--- src/hdl/assert_macros.svh ---
// ----------------------------------------------------------------------------
// Assertion macros
// Shared concurrent assertion helpers for the collision pipeline.
// ----------------------------------------------------------------------------
`ifndef ASSERT_MACROS_SVH
`define ASSERT_MACROS_SVH
`ifndef SYNTH
`define ECP_ASSERT(lbl, clk, rstn, prop) \
  lbl: assert property (@(posedge clk) disable iff (!rstn) prop) \
    else $error("assertion failed");
`define ECP_ASSERT_NR(lbl, clk, prop) \
  lbl: assert property (@(posedge clk) prop) else $error("assertion failed");
`else
`define ECP_ASSERT(lbl, clk, rstn, prop)
`define ECP_ASSERT_NR(lbl, clk, prop)
`endif
`endif

--- src/hdl/ecp_pkg.sv ---
// ----------------------------------------------------------------------------
// Collision pipeline package
// Widths, payload structs and divider sizing shared by all stages.
// ----------------------------------------------------------------------------
package ecp_pkg;
  localparam int unsigned IdW   = 8;
  localparam int unsigned PosW  = 24;
  localparam int unsigned VelW  = 16;
  localparam int unsigned MassW = 16;
  localparam int unsigned RadW  = 16;
  localparam logic [RadW-1:0] RadiusRst = 16'd2560;

  localparam int unsigned DivNW = 60;
  localparam int unsigned DivDW = 34;
  localparam int unsigned DivQW = 26;

  typedef struct packed {
    logic [IdW-1:0]   id_a;
    logic [IdW-1:0]   id_b;
    logic [PosW-1:0]  apx;
    logic [PosW-1:0]  apy;
    logic [VelW-1:0]  avx;
    logic [VelW-1:0]  avy;
    logic [MassW-1:0] am;
    logic [PosW-1:0]  bpx;
    logic [PosW-1:0]  bpy;
    logic [VelW-1:0]  bvx;
    logic [VelW-1:0]  bvy;
    logic [MassW-1:0] bm;
  } ecp_pair_t;

  typedef struct packed {
    logic [IdW-1:0]   id_a;
    logic [IdW-1:0]   id_b;
    logic [VelW-1:0]  avx;
    logic [VelW-1:0]  avy;
    logic [VelW-1:0]  bvx;
    logic [VelW-1:0]  bvy;
    logic [MassW-1:0] ma;
    logic [MassW-1:0] mb;
    logic             go;
    logic             neg_x;
    logic             neg_y;
  } ecp_side_t;

  typedef struct packed {
    logic [IdW-1:0]  id_a;
    logic [IdW-1:0]  id_b;
    logic [VelW-1:0] nax;
    logic [VelW-1:0] nay;
    logic [VelW-1:0] nbx;
    logic [VelW-1:0] nby;
    logic            bounced;
  } ecp_res_t;
endpackage

--- src/hdl/ecp_skid.sv ---
// ----------------------------------------------------------------------------
// Output skid buffer
// Two-entry result queue; freezes the pipeline only when both entries hold.
// ----------------------------------------------------------------------------
`include "assert_macros.svh"
module ecp_skid (
  input  logic               clk_i,
  input  logic               rst_ni,
  input  logic               valid_i,
  input  ecp_pkg::ecp_res_t  res_i,
  input  logic               stall_i,
  output logic               en_o,
  output logic               valid_o,
  output ecp_pkg::ecp_res_t  res_o
);
  import ecp_pkg::*;

  ecp_res_t   buf_q [2];
  logic       wr_q, rd_q;
  logic [1:0] cnt_q;
  logic       push, pop;

  assign en_o    = (cnt_q != 2'd2);
  assign push    = valid_i && en_o;
  assign valid_o = (cnt_q != 2'd0);
  assign pop     = valid_o && !stall_i;
  assign res_o   = buf_q[rd_q];

  always_ff @(posedge clk_i or negedge rst_ni) begin
    if (!rst_ni) begin
      wr_q  <= 1'b0;
      rd_q  <= 1'b0;
      cnt_q <= 2'd0;
    end else begin
      if (push) wr_q <= !wr_q;
      if (pop)  rd_q <= !rd_q;
      if (push && !pop) begin
        cnt_q <= cnt_q + 2'd1;
      end else if (pop && !push) begin
        cnt_q <= cnt_q - 2'd1;
      end
    end
  end

  always_ff @(posedge clk_i) begin
    if (push) buf_q[wr_q] <= res_i;
  end

  `ECP_ASSERT(a_cnt_range, clk_i, rst_ni, cnt_q != 2'd3)
  `ECP_ASSERT(a_cnt_up, clk_i, rst_ni, (push && !pop) |=> cnt_q == $past(cnt_q) + 2'd1)
  `ECP_ASSERT(a_cnt_dn, clk_i, rst_ni, (pop && !push) |=> cnt_q == $past(cnt_q) - 2'd1)
  `ECP_ASSERT(a_ptr_gap, clk_i, rst_ni, (cnt_q == 2'd1) |-> (wr_q != rd_q))
endmodule

--- config.mk ---
export PLATFORM = sky130hd
export DESIGN_NAME = ecp_skid
export DESIGN_NICKNAME = d
export VERILOG_FILES = /design/src/hdl/ecp_pkg.sv /design/src/hdl/ecp_skid.sv
export VERILOG_INCLUDE_DIRS = /design/src /design/src/hdl
export SDC_FILE = /design/constraint.sdc
export NUM_CORES = 1
export LEC_CHECK = 0
export ABC_AREA = 1
export BUFFER_PORTS_ARGS = -buffer_cell sky130_fd_sc_hd__buf_4
export CAP_MARGIN = 20
export CORE_ASPECT_RATIO = 1.5
export CORE_MARGIN = 2
export CORE_UTILIZATION = 45
export DETAILED_ROUTE_END_ITERATION = 7
export HOLD_SLACK_MARGIN = 0.08
export PLACE_DENSITY = 0.7
export SLEW_MARGIN = 15
export SYNTH_ARGS = -nofsm -noshare
export SYNTH_HDL_FRONTEND = slang
export SYNTH_SLANG_ARGS = --single-unit
export TNS_END_PERCENT = 100
--- constraint.sdc ---
create_clock -name clk_i -period 5.5 [get_ports clk_i]
set_input_delay 1.375 -clock clk_i [delete_from_list [all_inputs] [get_ports clk_i]]
set_output_delay 1.375 -clock clk_i [all_outputs]
set_load 0.1 [all_outputs]
==> flow_metrics.env <==
export IMPL_cts_root_buf="clkbuf_16"
export IMPL_drt_iter0_drc=157
export IMPL_grt_overflow_total=0
export IMPL_crit_required_ps=4120
export IMPL_synth_cell_type_count=15
export IMPL_cp_max_fo=43
export IMPL_max_stage_delay_ps=540
export IMPL_syn_nets=538
export IMPL_place_ws_ps=2120
export IMPL_drt_antenna_violating_nets=0
export IMPL_maxSlewViolCount=0
export IMPL_post_route_min_period_ps=3760
export IMPL_grt_pass1_vias=3844
export IMPL_area_delta_synth_final_pct=31.8
export IMPL_cp_arrival_ps=2390
export IMPL_start_kind="register"
export IMPL_yosys_warnings=0
export IMPL_yosys_area_top_type="edfxtp_1"
export IMPL_drc=0
export IMPL_hold_buffers=0
export IMPL_first_pass_iters=4
export IMPL_fin_setup_tns_ps=0
export IMPL_grt_pass1_wl_um=19300
export IMPL_yosysTopAreaCellShare=0.792
export IMPL_ys_seq_elements=166
export IMPL_htree_levels=4
export IMPL_clk_path_buf_depth=2
export IMPL_num_vias=3776
export IMPL_numCtsBuffers=17
export IMPL_end_kind="output port"
export IMPL_rows=52
export IMPL_num_antenna_cells=0
export IMPL_clock_latency_ps=410
export IMPL_setup_slack_ps=1740
export IMPL_status="finished clean"
export IMPL_path_depth=5
export IMPL_grt_usage=0.175
export IMPL_post_cts_resized=0
export IMPL_skew_ps=12.7
export IMPL_fin_util=0.604
export IMPL_synthCells=452
export IMPL_fillCellCount=1060
export IMPL_hold_path_class="register to register"
export IMPL_crit_buf_inv=3
export IMPL_r2r_cells=6
export IMPL_drive_above_1_share=0.323
export IMPL_finalNetCount=713
export IMPL_port_buffers=167
export IMPL_dp_hpwl_um=7930
export IMPL_setup_violations=0
export IMPL_core_area_um2=13400
export IMPL_path_delay_family="buffers and inverters"
export IMPL_die_y_um=147
export IMPL_avgSynthCellArea_um2=13.6
export IMPL_rsz0062_at_grt="false"
export IMPL_routed_via_density=4.71
export IMPL_timing_worst_slew_pin_value_ps=860
export IMPL_min_period_over_period=0.684
export IMPL_fmax_mhz=266
export IMPL_maxCapViolCount=0
export IMPL_drt_wirelength_per_cell_um=15.4
export IMPL_postCtsSetupBuffers=0
export IMPL_antenna_found_initial=0
export IMPL_wl_um=12400
export IMPL_dieArea_um2=14600
export IMPL_seqCellArea_um2=4970
export IMPL_slew_headroom=0.427
export IMPL_place_congestion=0.774
export IMPL_critPathKind="register to output port"
export IMPL_start_util=0.458
export IMPL_chipWidth_um=99.4
export IMPL_clk_pin_slew_ps=60
export IMPL_grt_max_degree=83
export IMPL_multi_input_area_um2=1020
export IMPL_cts_tree="yes"
export IMPL_hold_depth=2
export IMPL_synth_area_top_cells="edfxtp_1, nand2_1, buf_6, dfrtp_1, buf_2"
export IMPL_numClockSinks=166
export IMPL_ys_seq_area_frac=0.808
export IMPL_pin_count=168
export IMPL_netlist_area_um2=6140
export IMPL_worstPathCellList="inv_2 > buf_4 > nand2_1 > nand2_1 > buf_4"
export IMPL_slowest_stage="buf_4"
export IMPL_hold_viol=0
-- registers in the layout (all words and copies together) (netlist names) --
name   count
rd_q       1
buf_q    162
cnt_q      2
wr_q       1
-- per-layer routing --
| layer | vias to the layer above | track usage | part of all wire |
|---|---|---|---|
| li1 | 1869 | - | - |
| met2 | 107 | 0.308 | 0.55 |
| met3 | 24 | 0.0452 | 0.045 |
| met1 | 1776 | 0.195 | 0.37 |
| met5 | - | 0 | 0 |
| met4 | 0 | 0.0863 | 0.030 |
-- area by class of cell --
cell class	count	area share
Inverter	8	0.00371
Clock inverter	13	0.0122
Clock buffer	19	0.0534
Multi-Input combinational cell	261	0.126
Sequential cell	166	0.613
Timing Repair Buffer	173	0.167
Tap cell	162	0.0250
-- worst reg2reg max path: stages (launching register included) --
cell and delay [ps]:
dfrtp_1 390, inv_1 80, nand2_1 100, nand2_2 120
nor2_4 380, buf_12 250, buf_12 270
-- cells in the final DEF, fill, tap and decap left out --
master | Yosys | final
nand2_1 | 252 | 252
edfxtp_1 | 162 | 162
buf_12 | 0 | 4
xnor2_1 | 1 | 1
inv_2 | 1 | 1
nor2_4 | 0 | 2
clkinv_1 | 0 | 1
ha_1 | 1 | 1
clkinv_4 | 0 | 2
nand2_2 | 1 | 1
inv_1 | 7 | 7
buf_4 | 1 | 169
dfrtp_1 | 4 | 3
nand3_1 | 2 | 2
clkbuf_16 | 0 | 17
clkbuf_1 | 0 | 2
xor2_1 | 1 | 1
nand4_1 | 1 | 1
dfrtp_2 | 0 | 1
inv_6 | 0 | 4
clkinvlp_4 | 0 | 5
clkinv_2 | 0 | 1
-- worst paths after layout --
path / from / to / slack, ps
max: rd_q / res_o[15] / 1740
min: cnt_q[1] / cnt_q[1] / 510
max reg2reg: cnt_q[0] / buf_q[1][60] / 3540
min reg2reg: cnt_q[1] / cnt_q[1] / 510
max in group asynchronous: rst_ni / rd_q / 4630
min in group asynchronous: rst_ni / wr_q / 750
-- cells in the mapped netlist (all sizes together) --
cell type,number
nor2,2
ha,1
nand4,1
buf,17
xor2,1
nand2,253
dfrtp,4
nand3,2
edfxtp,162
inv,8
xnor2,1
-- logic make-up after synthesis --
family | share of synthesized area
buffers and inverters | 0.0283
AND/OR/NAND/NOR | 0.159
flip-flops | 0.808
XOR/XNOR | 0.00285
adder cells (fa/ha/maj) | 0.00204
-- stage by stage --
step	instance area, um2	std cells	hold slack, ps
after floorplan	6140	452	462
after global placement	7530	768	480
after detailed placement	7530	768	498
after CTS	8060	800	510
after global routing	8100	802	532
final	8100	802	510
Power is not shown: default switching activity piles up to over one toggle a cycle in this logic, so the estimate is an artifact.
