--- config.mk ---
export PLATFORM = sky130hd
export DESIGN_NAME = ecp_impulse
export DESIGN_NICKNAME = d
export VERILOG_FILES = /design/src/hdl/assert_macros.svh /design/src/hdl/ecp_pkg.sv /design/src/hdl/ecp_impulse.sv
export SDC_FILE = /design/constraint.sdc
export NUM_CORES = 2
export LEC_CHECK = 0
export BUFFER_PORTS_ARGS = -buffer_cell sky130_fd_sc_hd__buf_2
export CAP_MARGIN = 0
export CORE_MARGIN = 5
export CORE_UTILIZATION = 45
export CTS_CLUSTER_DIAMETER = 200
export DETAILED_ROUTE_END_ITERATION = 8
export HOLD_SLACK_MARGIN = 0.08
export PLACE_DENSITY = 0.6
export SLEW_MARGIN = 20
export SYNTH_ARGS = -nofsm -noshare
export SYNTH_HDL_FRONTEND = slang
export SYNTH_SLANG_ARGS = --single-unit
--- constraint.sdc ---
create_clock -name clk_i -period 0.9 [get_ports clk_i]
set_clock_uncertainty 0.05 [all_clocks]
set_input_delay 0.225 -clock clk_i [delete_from_list [all_inputs] [get_ports clk_i]]
set_output_delay 0.225 -clock clk_i [all_outputs]
set_load 0.1 [all_outputs]
--- src/hdl/assert_macros.svh ---
// ----------------------------------------------------------------------------
// Assertion macros
// Shared concurrent assertion helpers for the collision pipeline.
// ----------------------------------------------------------------------------
`ifndef ASSERT_MACROS_SVH
`define ASSERT_MACROS_SVH
`ifndef SYNTH
`define ECP_ASSERT(lbl, clk, rstn, prop) \
  lbl: assert property (@(posedge clk) disable iff (!rstn) prop) \
    else $error("assertion failed");
`define ECP_ASSERT_NR(lbl, clk, prop) \
  lbl: assert property (@(posedge clk) prop) else $error("assertion failed");
`else
`define ECP_ASSERT(lbl, clk, rstn, prop)
`define ECP_ASSERT_NR(lbl, clk, prop)
`endif
`endif

--- src/hdl/ecp_pkg.sv ---
// ----------------------------------------------------------------------------
// Collision pipeline package
// Widths, payload structs and divider sizing shared by all stages.
// ----------------------------------------------------------------------------
package ecp_pkg;
  localparam int unsigned IdW   = 8;
  localparam int unsigned PosW  = 24;
  localparam int unsigned VelW  = 16;
  localparam int unsigned MassW = 16;
  localparam int unsigned RadW  = 16;
  localparam logic [RadW-1:0] RadiusRst = 16'd2560;

  localparam int unsigned DivNW = 60;
  localparam int unsigned DivDW = 34;
  localparam int unsigned DivQW = 26;

  typedef struct packed {
    logic [IdW-1:0]   id_a;
    logic [IdW-1:0]   id_b;
    logic [PosW-1:0]  apx;
    logic [PosW-1:0]  apy;
    logic [VelW-1:0]  avx;
    logic [VelW-1:0]  avy;
    logic [MassW-1:0] am;
    logic [PosW-1:0]  bpx;
    logic [PosW-1:0]  bpy;
    logic [VelW-1:0]  bvx;
    logic [VelW-1:0]  bvy;
    logic [MassW-1:0] bm;
  } ecp_pair_t;

  typedef struct packed {
    logic [IdW-1:0]   id_a;
    logic [IdW-1:0]   id_b;
    logic [VelW-1:0]  avx;
    logic [VelW-1:0]  avy;
    logic [VelW-1:0]  bvx;
    logic [VelW-1:0]  bvy;
    logic [MassW-1:0] ma;
    logic [MassW-1:0] mb;
    logic             go;
    logic             neg_x;
    logic             neg_y;
  } ecp_side_t;

  typedef struct packed {
    logic [IdW-1:0]  id_a;
    logic [IdW-1:0]  id_b;
    logic [VelW-1:0] nax;
    logic [VelW-1:0] nay;
    logic [VelW-1:0] nbx;
    logic [VelW-1:0] nby;
    logic            bounced;
  } ecp_res_t;
endpackage

--- src/hdl/ecp_impulse.sv ---
// ----------------------------------------------------------------------------
// Impulse weighting stage
// Scales both projections by twice the opposite mass and forms the mass
// denominator for the second division.
// ----------------------------------------------------------------------------
module ecp_impulse (
  input  logic                       clk_i,
  input  logic                       rst_ni,
  input  logic                       en_i,
  input  logic                       valid_i,
  input  logic [ecp_pkg::DivQW-1:0]  sx_i,
  input  logic [ecp_pkg::DivQW-1:0]  sy_i,
  input  ecp_pkg::ecp_side_t         side_i,
  output logic                       valid_o,
  output logic [ecp_pkg::DivNW-1:0]  num_ax_o,
  output logic [ecp_pkg::DivNW-1:0]  num_ay_o,
  output logic [ecp_pkg::DivNW-1:0]  num_bx_o,
  output logic [ecp_pkg::DivNW-1:0]  num_by_o,
  output logic [ecp_pkg::DivDW-1:0]  den_o,
  output ecp_pkg::ecp_side_t         side_o
);
  import ecp_pkg::*;

  localparam int unsigned PrW = MassW + DivQW;

  logic             v_q;
  logic [PrW-1:0]   pax_q, pay_q, pbx_q, pby_q;
  logic [MassW:0]   msum_q;
  ecp_side_t        side_q;

  always_ff @(posedge clk_i or negedge rst_ni) begin
    if (!rst_ni) begin
      v_q <= 1'b0;
    end else if (en_i) begin
      v_q <= valid_i;
    end
  end

  always_ff @(posedge clk_i) begin
    if (en_i) begin
      pax_q  <= side_i.mb * sx_i;
      pay_q  <= side_i.mb * sy_i;
      pbx_q  <= side_i.ma * sx_i;
      pby_q  <= side_i.ma * sy_i;
      msum_q <= {1'b0, side_i.ma} + {1'b0, side_i.mb};
      side_q <= side_i;
    end
  end

  assign valid_o  = v_q;
  assign num_ax_o = {{(DivNW-PrW-1){1'b0}}, pax_q, 1'b0};
  assign num_ay_o = {{(DivNW-PrW-1){1'b0}}, pay_q, 1'b0};
  assign num_bx_o = {{(DivNW-PrW-1){1'b0}}, pbx_q, 1'b0};
  assign num_by_o = {{(DivNW-PrW-1){1'b0}}, pby_q, 1'b0};
  assign den_o    = {{(DivDW-MassW-9){1'b0}}, msum_q, 8'd0};
  assign side_o   = side_q;
endmodule

==> impl_metrics.csv <==
group,metric,value,unit
critical_path,reg2reg_depth,1,
min_path,min_to,"pby_q[30]",
floorplan,die_w,386.5,um
clock_network,clk_pin_slew,0.06,ns
critical_path,arrival,5.94,ns
drt,ant_nets,0,
timing,fin_crit_sh,623.6,%
synthesis,synth-main-ff-cell,"edfxtp_1",
synthesis,synthDistinctLibCells,75,
drt,wl,209100,um
critical_path,crit_fanout,10,
critical_path,crit_chain,"buf_12 > buf_12 > buf_8 > and2_1 > fa_1 > inv_1 > fa_1 > fa_1 > inv_1 > fa_1 > fa_1 > inv_1 > fa_1 > inv_1 > ha_1 > a21oi_1 > o21ai_2 > a211o_1 > a21o_1 > nand2_1 > o2111ai_2 > a311oi_2 > o21bai_1 > xnor2_1",
drt,dr.pass1.iters,5,
clock_network,cts_root_buffer,"clkbuf_16",
synthesis,netlist_area,0.06378,sq mm
floorplan,die_area,0.1494,sq mm
synthesis,synthCells,6739,
critical_path,cpMostUsedCell,"fa_1",
synthesis,yosys_warnings,0,
drt,num_vias,51640,
synthesis,synth_edf_count,300,
timing,layout_min_cycle_time,5.612,ns
critical_path,critPathKind,"input port to register",
min_path,hp-start,"en_i",
min_path,min_path_cells,2,
synthesis,synth_mux_area_share,0.01765,%
clock_network,cts_num_sinks,301,
clock_network,clkLatencyLatePin,0.62,ns
floorplan,initial_core_util,45.16,%
critical_path,worst_path_max_delay_cell,"fa_1",
global_route,grt_overflow,0,
clock_network,ctsLongestPathBuffers,3,
critical_path,crit_required,1.23,ns
global_route,antenna_found_initial,7,
outcome,status,"complete, but fails checks",
run,max_cap_violations,0,
critical_path,r2r-start,"valid_o",
critical_path,end_kind,"register",
global_route,track_usage,27.51,%
placement,numPortBuffers,471,
global_route,first_global_vias,56200,
global_route,grt_pass1_wl,321300,um
synthesis,async_flop_share,0.3322,%
drt,drc,0,
timing,setup_viol,484,
timing,rsz0062_at_grt,"true",
outcome,violations,"setup timing",
synthesis,ys_ff_latch,301,
synthesis,postSynthAreaPerCell,9.465,sq um
timing,slew_headroom,50.18,%
floorplan,die_y,386.5,um
floorplan,ioPinCount,561,
placement,hpwl,158600,um
timing,fmax,0.1782,GHz
timing,tightest_slew,0.7423,ns
critical_path,critical_path_buf_inv_count,7,
timing,hold_viol_final,0,
floorplan,rows,138,
clock_network,cts_buffers,42,
drt,post_drt_wl_per_cell,20.66,um
floorplan,core_area,0.1412,sq mm
critical_path,timing.critical_path.max_delay_family,"adder cells",
timing,slew_violations,0,
placement,gp_congestion,0.9247,
synthesis,synthSimpleGateAreaFrac,15.05,%
cells_and_area,layout_common_cells,"inv_1 (1,416), fa_1 (1,250), nand2_1 (983)",
clock_network,h-tree-depth,2,
global_route,grt_max_degree,30,
synthesis,synth_top_family_by_area,"adder cells",
critical_path,cpPeakStageDelay,0.53,ns
timing,setup_slack,-4.712,ns
synthesis,synth_compound_area_share,5.187,%
drt,vias_per_cell,5.102,
min_path,hp-class,"input port to register",
clock_network,cts_hold_buf,101,
synthesis,synth_fa_ha_area_share,51.22,%
cells_and_area,nets,10180,
critical_path,start_kind,"input port",
drt,drt-initial-drc-count,3191,
synthesis,synth_xor_xnor_area_share,2.224,%
critical_path,reg2reg_slack,-0.01,ns
cells_and_area,drive_gt1_share,30.56,%
synthesis,ys_seq_area_share,14.16,%
cells_and_area,synthToLayoutAreaGrowth,42.57,%
critical_path,r2r-end,"valid_o",
clock_network,cts_tree,"done",
cells_and_area,final_common_cell,"inv_1",
placement,pre_cts_ws,-5.641,ns
-- cells by family (layout without fill, tap and decap cells) --
kind of cell | after synthesis | count (layout)
and+or+nand+nor | 1987 | 1987
buffers and inverters | 1971 | 3371
adders and majority gates | 1809 | 1809
AOI/OAI and AO/OA | 507 | 507
DFF | 301 | 301
xor gates and xnor gates | 162 | 162
other | 1 | 92
muxes | 1 | 1
-- layout make-up --
cell class,instances,area [sq um]
fill,11250,50300
tap,1890,2365
sequential,301,9037
clock inverter,29,301.5
timing repair buffer,1788,20950
inverter,1508,5665
antenna,3,7.507
multi-input combinational,4555,51540
clock buffer,46,1066
-- synthesized netlist by cell type, drive strengths merged, types with 8 or more instances --
| cell | number | area share, % |
|---|---|---|
| a211oi | 24 | 0.28 |
| a21o | 93 | 1.1 |
| a21oi | 159 | 1.2 |
| a31oi | 25 | 0.25 |
| and2 | 720 | 7.1 |
| and3 | 23 | 0.23 |
| buf | 101 | 1.1 |
| clkbuf | 362 | 2.1 |
| edfxtp | 300 | 14 |
| fa | 1337 | 42 |
| ha | 472 | 9.3 |
| inv | 1508 | 8.9 |
| nand2 | 1031 | 6.1 |
| nand2b | 12 | 0.12 |
| nand3 | 36 | 0.28 |
| nand4 | 18 | 0.18 |
| nor2 | 91 | 0.54 |
| nor2b | 11 | 0.11 |
| nor3 | 12 | 0.10 |
| o21a | 10 | 0.12 |
| o21ai | 83 | 0.65 |
| o21bai | 33 | 0.39 |
| or2 | 8 | 0.078 |
| xnor2 | 114 | 1.6 |
| xor2 | 48 | 0.66 |
-- registers in the layout, summed over array words and instances (netlist names) --
name and cells:
msum_q 17, valid_o 1, pby_q 42, pay_q 42, pbx_q 42, pax_q 42
side_o 115
-- how the worst max path moves through the flow --
stage / startpoint / end / slack, ns / depth (start not counted)
6_report: side_i[23] / pby_q[41] / -4.71 / 24
5_1_grt: side_i[23] / pby_q[41] / -4.91 / 24
4_1_cts: side_i[7] / pax_q[41] / -4.67 / 23
3_5_place_dp: sy_i[10] / pby_q[38] / -5.64 / 20
3_3_place_gp: sy_i[10] / pby_q[41] / -5.56 / 22
2_1_floorplan: sy_i[8] / pby_q[35] / -4.96 / 22
-- metal layers --
| metal | track usage, % | share of wire (%) | wire length [um] | vias up |
|---|---|---|---|---|
| met3 | 5.503 | 8.3 | 17460 | 406 |
| met2 | 45.06 | 47 | 97450 | 1949 |
| met4 | 9.019 | 4.1 | 8652 | 4 |
| li1 | - | - | - | 22830 |
| met5 | 0 | 0.011 | 22 | - |
| met1 | 36.89 | 41 | 85540 | 26450 |
-- what timing repair did --
item	4_1_cts	5_1_grt
gates resized for setup	454	455
setup endpoints to repair	479	482
endpoints found under the hold margin	149	16
cloned	34	10
pin swaps	199	298
buffers inserted	102	88
-- stage by stage --
step | std cells | hold WS [ns] | utilization (%) | setup TNS (ns) | instance area (sq um)
6_report | 10120 | 0.05507 | 64.39 | -823.92 | 90940
5_1_grt | 10120 | 0.04024 | 64.38 | -857.72 | 90940
4_1_cts | 10050 | 0.02319 | 62.58 | -827.36 | 88390
3_5_place_dp | 9743 | -0.04756 | 58.21 | -860.56 | 82210
3_3_place_gp | 9743 | -0.04977 | 58.21 | -851.09 | 82210
2_1_floorplan | 6827 | -0.1206 | - | -730.84 | 67270
Power is not shown: default switching activity piles up to over one toggle a cycle in this logic, so the estimate is an artifact.
