**config.mk**
```make
export PLATFORM = sky130hd
export DESIGN_NAME = ecp_update
export DESIGN_NICKNAME = d
export VERILOG_FILES = /design/src/hdl/assert_macros.svh /design/src/hdl/ecp_pkg.sv /design/src/hdl/ecp_update.sv
export SDC_FILE = /design/constraint.sdc
export NUM_CORES = 1
export LEC_CHECK = 0
export BUFFER_PORTS_ARGS = -buffer_cell sky130_fd_sc_hd__buf_2
export CAP_MARGIN = 15
export CORE_ASPECT_RATIO = 0.5
export CORE_MARGIN = 10
export CORE_UTILIZATION = 56
export CTS_CLUSTER_DIAMETER = 80
export DETAILED_ROUTE_END_ITERATION = 8
export PLACE_DENSITY_LB_ADDON = 0.2
export SLEW_MARGIN = 10
export SYNTH_ARGS = -nofsm -noshare
export SYNTH_HDL_FRONTEND = slang
export SYNTH_SLANG_ARGS = --single-unit
```
**constraint.sdc**
```tcl
create_clock -name clk_i -period 0.9 [get_ports clk_i]
set_input_delay 0.18 -clock clk_i [delete_from_list [all_inputs] [get_ports clk_i]]
set_output_delay 0.18 -clock clk_i [all_outputs]
set_load 0.01 [all_outputs]
```
**src/hdl/assert_macros.svh**
```systemverilog
// ----------------------------------------------------------------------------
// Assertion macros
// Shared concurrent assertion helpers for the collision pipeline.
// ----------------------------------------------------------------------------
`ifndef ASSERT_MACROS_SVH
`define ASSERT_MACROS_SVH
`ifndef SYNTH
`define ECP_ASSERT(lbl, clk, rstn, prop) \
  lbl: assert property (@(posedge clk) disable iff (!rstn) prop) \
    else $error("assertion failed");
`define ECP_ASSERT_NR(lbl, clk, prop) \
  lbl: assert property (@(posedge clk) prop) else $error("assertion failed");
`else
`define ECP_ASSERT(lbl, clk, rstn, prop)
`define ECP_ASSERT_NR(lbl, clk, prop)
`endif
`endif

```
**src/hdl/ecp_pkg.sv**
```systemverilog
// ----------------------------------------------------------------------------
// Collision pipeline package
// Widths, payload structs and divider sizing shared by all stages.
// ----------------------------------------------------------------------------
package ecp_pkg;
  localparam int unsigned IdW   = 8;
  localparam int unsigned PosW  = 24;
  localparam int unsigned VelW  = 16;
  localparam int unsigned MassW = 16;
  localparam int unsigned RadW  = 16;
  localparam logic [RadW-1:0] RadiusRst = 16'd2560;

  localparam int unsigned DivNW = 60;
  localparam int unsigned DivDW = 34;
  localparam int unsigned DivQW = 26;

  typedef struct packed {
    logic [IdW-1:0]   id_a;
    logic [IdW-1:0]   id_b;
    logic [PosW-1:0]  apx;
    logic [PosW-1:0]  apy;
    logic [VelW-1:0]  avx;
    logic [VelW-1:0]  avy;
    logic [MassW-1:0] am;
    logic [PosW-1:0]  bpx;
    logic [PosW-1:0]  bpy;
    logic [VelW-1:0]  bvx;
    logic [VelW-1:0]  bvy;
    logic [MassW-1:0] bm;
  } ecp_pair_t;

  typedef struct packed {
    logic [IdW-1:0]   id_a;
    logic [IdW-1:0]   id_b;
    logic [VelW-1:0]  avx;
    logic [VelW-1:0]  avy;
    logic [VelW-1:0]  bvx;
    logic [VelW-1:0]  bvy;
    logic [MassW-1:0] ma;
    logic [MassW-1:0] mb;
    logic             go;
    logic             neg_x;
    logic             neg_y;
  } ecp_side_t;

  typedef struct packed {
    logic [IdW-1:0]  id_a;
    logic [IdW-1:0]  id_b;
    logic [VelW-1:0] nax;
    logic [VelW-1:0] nay;
    logic [VelW-1:0] nbx;
    logic [VelW-1:0] nby;
    logic            bounced;
  } ecp_res_t;
endpackage

```
**src/hdl/ecp_update.sv**
```systemverilog
// ----------------------------------------------------------------------------
// Velocity update stage
// Applies signed deltas, saturates to Q8.8 and registers the result beat.
// ----------------------------------------------------------------------------
module ecp_update (
  input  logic                       clk_i,
  input  logic                       rst_ni,
  input  logic                       en_i,
  input  logic                       valid_i,
  input  logic [ecp_pkg::DivQW-1:0]  dax_i,
  input  logic [ecp_pkg::DivQW-1:0]  day_i,
  input  logic [ecp_pkg::DivQW-1:0]  dbx_i,
  input  logic [ecp_pkg::DivQW-1:0]  dby_i,
  input  ecp_pkg::ecp_side_t         side_i,
  output logic                       valid_o,
  output ecp_pkg::ecp_res_t          res_o
);
  import ecp_pkg::*;

  function automatic logic [VelW-1:0] apply(input logic [VelW-1:0] v,
                                            input logic [DivQW-1:0] q,
                                            input logic neg);
    logic [DivQW:0]   dl;
    logic [DivQW+1:0] sum;
    logic [VelW-1:0]  r;
    dl  = neg ? ((DivQW+1)'(0) - {1'b0, q}) : {1'b0, q};
    sum = {{(DivQW+2-VelW){v[VelW-1]}}, v} + {dl[DivQW], dl};
    if (!sum[DivQW+1] && (sum[DivQW:VelW-1] != '0)) begin
      r = {1'b0, {(VelW-1){1'b1}}};
    end else if (sum[DivQW+1] && (sum[DivQW:VelW-1] != '1)) begin
      r = {1'b1, {(VelW-1){1'b0}}};
    end else begin
      r = sum[VelW-1:0];
    end
    return r;
  endfunction

  logic     v_q;
  ecp_res_t res_q, res_d;

  always_comb begin
    res_d.id_a    = side_i.id_a;
    res_d.id_b    = side_i.id_b;
    res_d.bounced = side_i.go;
    if (side_i.go) begin
      res_d.nax = apply(side_i.avx, dax_i, side_i.neg_x);
      res_d.nay = apply(side_i.avy, day_i, side_i.neg_y);
      res_d.nbx = apply(side_i.bvx, dbx_i, !side_i.neg_x);
      res_d.nby = apply(side_i.bvy, dby_i, !side_i.neg_y);
    end else begin
      res_d.nax = side_i.avx;
      res_d.nay = side_i.avy;
      res_d.nbx = side_i.bvx;
      res_d.nby = side_i.bvy;
    end
  end

  always_ff @(posedge clk_i or negedge rst_ni) begin
    if (!rst_ni) begin
      v_q <= 1'b0;
    end else if (en_i) begin
      v_q <= valid_i;
    end
  end

  always_ff @(posedge clk_i) begin
    if (en_i) begin
      res_q <= res_d;
    end
  end

  assign valid_o = v_q;
  assign res_o   = res_q;
endmodule

```
==> flow_metrics.py, run 1 <==
metrics = {
    "floorplan": {
        "die_width_um": 226,
        "initial_core_util_pct": 57.6,
        "die_y_um": 123,
        "rows": 37,
        "ios": 305,
    },
    "outcome": {
        "outcome": "did not finish",
        "stop_stage": "global routing",
        "error": "[ERROR DPL-0038] Utilization greater than 100%, impossible to legalize",
    },
    "clocking": {
        "ctsLongestPathBuffers": 2,
        "clock-sinks": 82,
        "cts_buffers": 9,
        "cts-htree-levels": 3,
        "root_buffer": "clkbuf_16",
    },
    "synthesis": {
        "synth_cells": 1518,
        "async_flop_share_pct": 1.22,
        "synth_nets": 1875,
        "synth_ff_type": "edfxtp_1",
        "synth_area_mm2": 0.0119,
        "synth-edff-count": 81,
        "syn_avg_cell_area_um2": 7.86,
        "synth.distinct_cells": 83,
        "synth_warnings": 0,
        "ys_ff_latch": 82,
        "ys_seq_area_share_pct": 20.6,
    },
    "global_route": {
        "grt_max_degree": 52,
    },
    "timing": {
        "worstEndpointType": "register data pin",
        "crit_endpoint": "res_o[38]$_DFFE_PP_/D",
    },
    "placed_design": {
        "gp_congestion": 0.999,
        "dp_hpwl_um": 40200,
        "io_buffers": 272,
        "place_area_mm2": 0.0180,
    },
}
[Yosys cell counts (all sizes together) (36+ instances only)]
library cell  count  area, um^2
a21oi           142         722
ha              130        1630
edfxtp           81        2430
xnor2           108         946
inv              49         184
xor2             72         631
o21ai           134         682
nor2            166         623
nor3             36         180
nand2           129         484
clkbuf           41         154
o22ai            49         369
[timing repair]
action / CTS
hold buffers: 17
gates cloned: 3
resized for setup: 156
pin swaps: 60
endpoints found under the setup margin: 146
hold endpoints to repair: 17
buffers inserted: 46
[cell families after synthesis]
kind of cell             count (synthesis)  synth area share (%)
buffers and inverters                  103                  3.65
XOR/XNOR                               180                  13.2
multiplexers                             5                 0.461
AO/OA/AOI/OAI                          507                  27.1
adder cells (fa/ha/maj)                134                  14.3
flip-flops                              82                  20.6
AND/OR/NAND/NOR                        507                  20.7
[stage by stage]
step | utilization [%] | cells | TNS, ns | worst slack [ns]
detailed placement | 86.8 | 2544 | -241.17 | -4.26
global placement | 86.8 | 2544 | -231.21 | -4.09
CTS | 94.8 | 2625 | -220.83 | -3.76
floorplan | - | 1518 | -206.20 | -3.81
==> inputs of run 2 (changes only) <==
CORE_ASPECT_RATIO = default   (was 0.5)
CORE_UTILIZATION = 40   (was 56)
CTS_CLUSTER_DIAMETER = default   (was 80)
PLACE_DENSITY_LB_ADDON = 0.15   (was 0.2)
==> flow_metrics.py, run 2 <==
metrics = {
    "outcome": {
        "outcome": "finished, violations left",
        "violations": "negative setup slack",
    },
    "global_route": {
        "grt_max_degree": 50,
        "grt.total_usage_pct": 25.0,
        "antenna_found_initial": 7,
        "gr-total-overflow": 0,
        "grt_pass1_vias": 15200,
        "grt_first_pass_wirelength_um": 76000,
    },
    "detailed_routing": {
        "drtIter0Drc": 699,
        "drc": 0,
        "ant_nets": 0,
        "dr.pass1.iters": 5,
        "totalWireLength_um": 48600,
        "vias_per_cell": 5.37,
        "wl_per_cell_um": 17.5,
        "vias": 14900,
    },
    "pwr": {
        "switching_power_uw": 10700,
        "pwr-share-clk_pct": 15.6,
        "p_per_area_mw_per_mm2": 1290,
        "totalPowerFinal_uw": 26600,
        "p_seq_share_pct": 18.7,
        "p_int_uw": 15900,
        "comb_power_share_pct": 65.7,
        "ir_worst_vdd_mv": 0.863,
        "p_leak_uw": 0.00937,
        "switching_share_pct": 40.1,
    },
    "worst_hold_path": {
        "min-delay-start": "side_i[101]",
        "hold_path_class": "in2reg",
    },
    "worst_setup_path": {
        "cp.required_ns": 1.10,
        "end_kind": "flop",
        "cp_data_arrival_time_ns": 4.92,
        "cp_slowest_cell": "or4_4",
        "cp_max_fo": 7,
        "startpoint": "day_i[3]",
        "critical-path-top-delay-family": "simple AND/OR/NAND/NOR gates",
        "cp_cell_sequence": "buf_6, or3_4, nor3_4, nand3_2, or4_4, or3_4, or3_4, o31ai_4, xnor2_1, ha_1, a21oi_2, nand2_1, a311oi_2, o21ai_2, a31o_2, a21oi_2, xor2_1, buf_4, o41ai_4, buf_4, clkbuf_16, nand2_4, a21oi_2",
        "cp_num_buf_inv": 4,
        "r2r_start": "valid_o$_DFFE_PN0P_",
        "startpoint_type": "input pin",
        "critPathKind": "in2reg",
        "cp_slowest_stage_delay_ns": 0.43,
    },
    "synthesis": {
        "synth_ff_type": "edfxtp_1",
        "synth_top_area_share_pct": 20.4,
        "synthTopCellsByCount": "nor2_1 (166), a21oi_1 (139), ha_1 (130)",
        "synth-edff-count": 81,
        "synth.distinct_cells": 83,
        "synth_warnings": 0,
        "yosys-top-cells-area": "edfxtp_1 (20%), ha_1 (14%), xnor2_1 (7.9%)",
        "synth_cells": 1518,
        "synth_most_common_cell": "nor2_1",
        "async_flop_share_pct": 1.22,
        "syn_avg_cell_area_um2": 7.86,
        "ys_ff_latch": 82,
        "ys_seq_area_share_pct": 20.6,
        "synth_area_mm2": 0.0119,
        "synth_nets": 1875,
        "yosys.area.top_type": "edfxtp_1",
    },
    "placed_design": {
        "dp_slack_ns": -4.25,
        "io_buffers": 272,
        "gp_congestion": 0.898,
        "dp_hpwl_um": 38700,
    },
    "timing": {
        "fin_crit_sh_pct": 524,
        "postLayoutSetupSlackWorst_ns": -3.82,
        "period_needed_ns": 4.72,
        "setup_tns_ns": -219.13,
        "hold_viol_final": 0,
        "clock_skew_ns": 0,
        "timing.fmax_ghz": 0.212,
        "slew_headroom_pct": 67.4,
        "tightest_slew_ns": 0.485,
        "setup_violations": 146,
        "rsz0062_at_grt": "true",
        "slew_viol_final": 0,
    },
    "floorplan": {
        "initial_core_util_pct": 40.4,
        "core_area_mm2": 0.0296,
        "rows": 63,
        "die_y_um": 193,
        "die_width_um": 193,
        "dieArea_mm2": 0.0372,
        "ios": 305,
    },
    "clocking": {
        "cts_tree": "done",
        "clk_pin_slew_ns": 0.07,
        "cts_buffers": 9,
        "clkLatencyLatePin_ns": 0.35,
        "ctsLongestPathBuffers": 2,
        "cts-htree-levels": 3,
        "root_buffer": "clkbuf_16",
        "clock-sinks": 82,
    },
    "cells_and_area": {
        "layout_common_cells": "buf_4 (589), buf_2 (248), nor2_1 (159)",
        "final_layout_size_suffix_gt1_share_pct": 48.3,
        "layout_commonest_cell": "buf_4",
        "largest_reg_flops": 81,
        "fin_nets": 2733,
        "syn_to_final_growth_pct": 72.1,
        "post-route-util_pct": 69.5,
    },
    "flow_run": {
        "drv_cap": 0,
    },
}
-- run 2: cell counts after synthesis --
No cell type changed its count.
-- run 2: cell families after synthesis --
family                     count (synthesis)  share of synthesized area [%]
DFF                                       82                           20.6
buffers and inverters                    103                           3.65
AOI/OAI and AO/OA                        507                           27.1
xor gates and xnor gates                 180                           13.2
and+or+nand+nor                          507                           20.7
muxes                                      5                          0.461
adders and majority gates                134                           14.3
-- run 2: cell type report --
class / instances / area [um^2]
multi-input cells: 1333 / 10500
fillers: 2432 / 9010
repair buffers: 901 / 6550
flip-flops and latches: 82 / 2460
well taps: 390 / 488
clock buffers: 9 / 225
inverters: 49 / 194
clock inverters: 7 / 95.1
diodes: 6 / 15.0
-- run 2: per-stage QoR --
stage / cell area (um^2) / hold slack [ns] / std cells
5_1_grt: 20500 / 0.00144 / 2772
3_5_place_dp: 18400 / -0.0397 / 2691
2_1_floorplan: 12500 / -0.116 / 1518
3_3_place_gp: 18400 / -0.0452 / 2691
6_report: 20500 / 0.0187 / 2777
4_1_cts: 19800 / 0.000404 / 2753
-- run 2: timing repair --
item,4_1_cts,5_1_grt
setup endpoints to repair,146,146
hold endpoints to repair,13,2
hold buffers,13,2
setup buffers,29,18
pin swaps,47,51
gates resized for setup,130,121
cloned,4,0
-- run 2: metal layers --
layer,track usage [%],part of all wire [%],vias to the layer above
li1,-,-,7417
met2,43.7,49,392
met5,0,0.070,-
met1,29.8,42,7030
met4,7.39,2.7,4
met3,5.46,6.3,77
-- run 2: path summary, 6_finish.rpt --
kind,slack [ns],cells after the start,end
worst min-delay path,0.02,1,res_o[67]$_DFFE_PP_
worst max-delay path,-3.82,23,res_o[46]$_DFFE_PP_
worst min register to register,0.51,1,valid_o$_DFFE_PN0P_
worst max register to register,0.16,1,valid_o$_DFFE_PN0P_
min in group asynchronous,0.15,2,valid_o$_DFFE_PN0P_
max in group asynchronous,0.66,2,valid_o$_DFFE_PN0P_
-- run 2: power by group through the flow --
stage               registers, uW  clock network, uW  logic, uW
global placement             5020                  0      14900
detailed placement           5020                  0      15100
CTS                          4940               4230      16400
floorplan                    5250                  0       7890
finish                       4970               4140      17400
global route                 5000               4350      19000
Power figures use the tool's default switching activity.
==> inputs of run 3 (changes only) <==
ABC_AREA = 1   (was default)
==> flow_metrics.py, run 3 <==
metrics = {
    "clocking": {
        "cts-htree-levels": 3,
        "ctsLongestPathBuffers": 2,
        "clock-sinks": 82,
        "clk_pin_slew_ns": 0.08,
        "cts_tree": "done",
        "clkLatencyLatePin_ns": 0.39,
        "cts_buffers": 9,
        "root_buffer": "clkbuf_16",
    },
    "global_route": {
        "top_usage_layer": "met2",
        "grt_max_degree": 43,
        "grt.total_usage_pct": 24.9,
        "grt_use_met2_pct": 41.7,
        "grtUsageMet1_pct": 32.5,
        "grt_pass1_vias": 18200,
        "use_met3_pct": 3.85,
        "gr-total-overflow": 0,
        "grt_first_pass_wirelength_um": 93400,
        "antenna_found_initial": 3,
    },
    "worst_setup_path": {
        "cp_slowest_cell": "a21oi_1",
        "cp_data_arrival_time_ns": 3.71,
        "startpoint_type": "input pin",
        "cp_slowest_stage_delay_ns": 0.32,
        "cp.required_ns": 1.14,
        "critPathKind": "in2reg",
        "cp_max_fo": 8,
        "crit_top_cell": "nand3_4",
        "end_kind": "flop",
    },
    "synthesis": {
        "synth.distinct_cells": 43,
        "syn_avg_cell_area_um2": 5.87,
        "synth_nets": 2923,
        "synth-edff-count": 81,
        "synth_top_area_share_pct": 24.0,
        "async_flop_share_pct": 1.22,
        "synth_most_common_cell": "nand2_1",
        "ys_ff_latch": 82,
        "synth_area_mm2": 0.0151,
        "synth_warnings": 0,
        "synthTopCellsByCount": "nand2_1 (962), inv_1 (435), nor2_1 (272)",
        "ys_seq_area_share_pct": 16.3,
        "synth_ff_type": "edfxtp_1",
        "yosys-top-cells-area": "nand2_1 (24%), edfxtp_1 (16%), inv_1 (11%)",
        "yosys.area.top_type": "nand2_1",
        "synth_cells": 2566,
    },
    "detailed_routing": {
        "ant_nets": 0,
        "totalWireLength_um": 60900,
        "wl_per_cell_um": 15.5,
        "vias_per_cell": 4.81,
        "drtIter0Drc": 1143,
        "vias": 18900,
        "drc": 0,
        "dr.pass1.iters": 6,
    },
    "timing": {
        "postLayoutSetupSlackWorst_ns": -2.57,
        "slew_viol_final": 0,
        "fin_crit_sh_pct": 386,
        "timing.fmax_ghz": 0.288,
        "clock_skew_ns": 0,
        "period_needed_ns": 3.47,
        "hold_viol_final": 0,
        "slew_headroom_pct": 64.3,
        "rsz0062_at_grt": "true",
        "tightest_slew_ns": 0.529,
        "setup_violations": 146,
    },
    "floorplan": {
        "initial_core_util_pct": 40.3,
        "die_y_um": 214,
        "core_area_mm2": 0.0374,
        "ios": 305,
        "dieArea_mm2": 0.0458,
        "rows": 71,
        "die_width_um": 214,
    },
    "cells_and_area": {
        "fin_nets": 3769,
        "layout_commonest_cell": "nand2_1",
        "final_layout_size_suffix_gt1_share_pct": 39.4,
        "syn_to_final_growth_pct": 60.5,
        "largest_reg_flops": 81,
        "layout_common_cells": "nand2_1 (859), buf_4 (539), inv_1 (408)",
    },
    "outcome": {
        "violations": "negative setup slack",
        "outcome": "finished, violations left",
    },
    "placed_design": {
        "dp_slack_ns": -3.17,
        "dp_hpwl_um": 49100,
        "io_buffers": 272,
        "gp_congestion": 0.945,
    },
    "flow_run": {
        "drv_cap": 0,
    },
    "pwr": {
        "totalPowerFinal_uw": 29000,
        "p_leak_uw": 0.0130,
        "p_per_area_mw_per_mm2": 1200,
        "ir_worst_vdd_mv": 1.06,
    },
    "worst_hold_path": {
        "hold_path_class": "in2reg",
    },
}
-- run 3: timing repair --
action / CTS / global route
setup buffers: 52 / 37
gates cloned: 4 / 3
endpoints found under the setup margin: 146 / 146
pin swaps: 65 / 118
hold buffers: 16 / 0
hold endpoints to repair: 16 / 0
resized for setup: 226 / 274
-- run 3: stage by stage --
stage                     instance area, um^2  instances  TNS, ns  hold WS, ns  utilization (%)
after detailed placement                21100       3807  -194.27      -0.0441             56.3
after floorplan                         15400       2566  -147.97       -0.116                -
after global routing                    24200       3930  -192.06       0.0245             64.6
after global placement                  21100       3807  -189.92      -0.0442             56.3
after CTS                               22900       3894  -175.48       0.0143             61.1
final                                   24200       3930  -174.26       0.0391             64.6
-- run 3: cell type report --
cell class / count / area, um^2
diodes: 2 / 5.00
multi-input cells: 2021 / 12800
clock inverters: 7 / 52.6
flip-flops and latches: 82 / 2460
well taps: 511 / 639
repair buffers: 858 / 6200
clock buffers: 9 / 225
inverters: 440 / 1730
fillers: 3392 / 13200
-- run 3: power breakdown --
| part | switching, uW | internal, uW |
|---|---|---|
| combinational | 11300 | 8840 |
| sequential | 172 | 4840 |
| clock | 1990 | 1890 |
-- run 3: final timing paths --
kind                                          start             endpoint  slack (ns)  depth (start not counted)
worst max-delay path                       dax_i[1]  res_o[52]$_DFFE_PP_       -2.57                         26
worst min-delay path                        valid_i  valid_o$_DFFE_PN0P_        0.04                          2
worst max register to register  valid_o$_DFFE_PN0P_  valid_o$_DFFE_PN0P_        0.16                          1
worst min register to register  valid_o$_DFFE_PN0P_  valid_o$_DFFE_PN0P_        0.52                          1
max in group asynchronous                    rst_ni  valid_o$_DFFE_PN0P_        0.73                          2
min in group asynchronous                    rst_ni  valid_o$_DFFE_PN0P_        0.09                          2
-- run 3: logic make-up after synthesis --
| group | synth area share, % |
|---|---|
| AO/OA/AOI/OAI | 8.71 |
| XOR/XNOR | 9.87 |
| adder cells (fa/ha/maj) | 11.3 |
| buffers and inverters | 12.1 |
| flip-flops | 16.3 |
| multiplexers | 0.0748 |
| AND/OR/NAND/NOR | 41.6 |
-- run 3: per-layer routing --
layer  wire length, um  vias to the layer above
met5                13                        -
met3              3450                       75
met1             27300                     8614
met2             28700                      523
met4              1330                        2
li1                  -                     9704
-- run 3: worst max-delay path, delay by kind of cell --
family	cells	cell delay, ns
and+or+nand+nor	15	1.80
AOI/OAI and AO/OA	4	0.78
buffers and inverters	4	0.41
adders and majority gates	2	0.41
xor gates and xnor gates	1	0.11
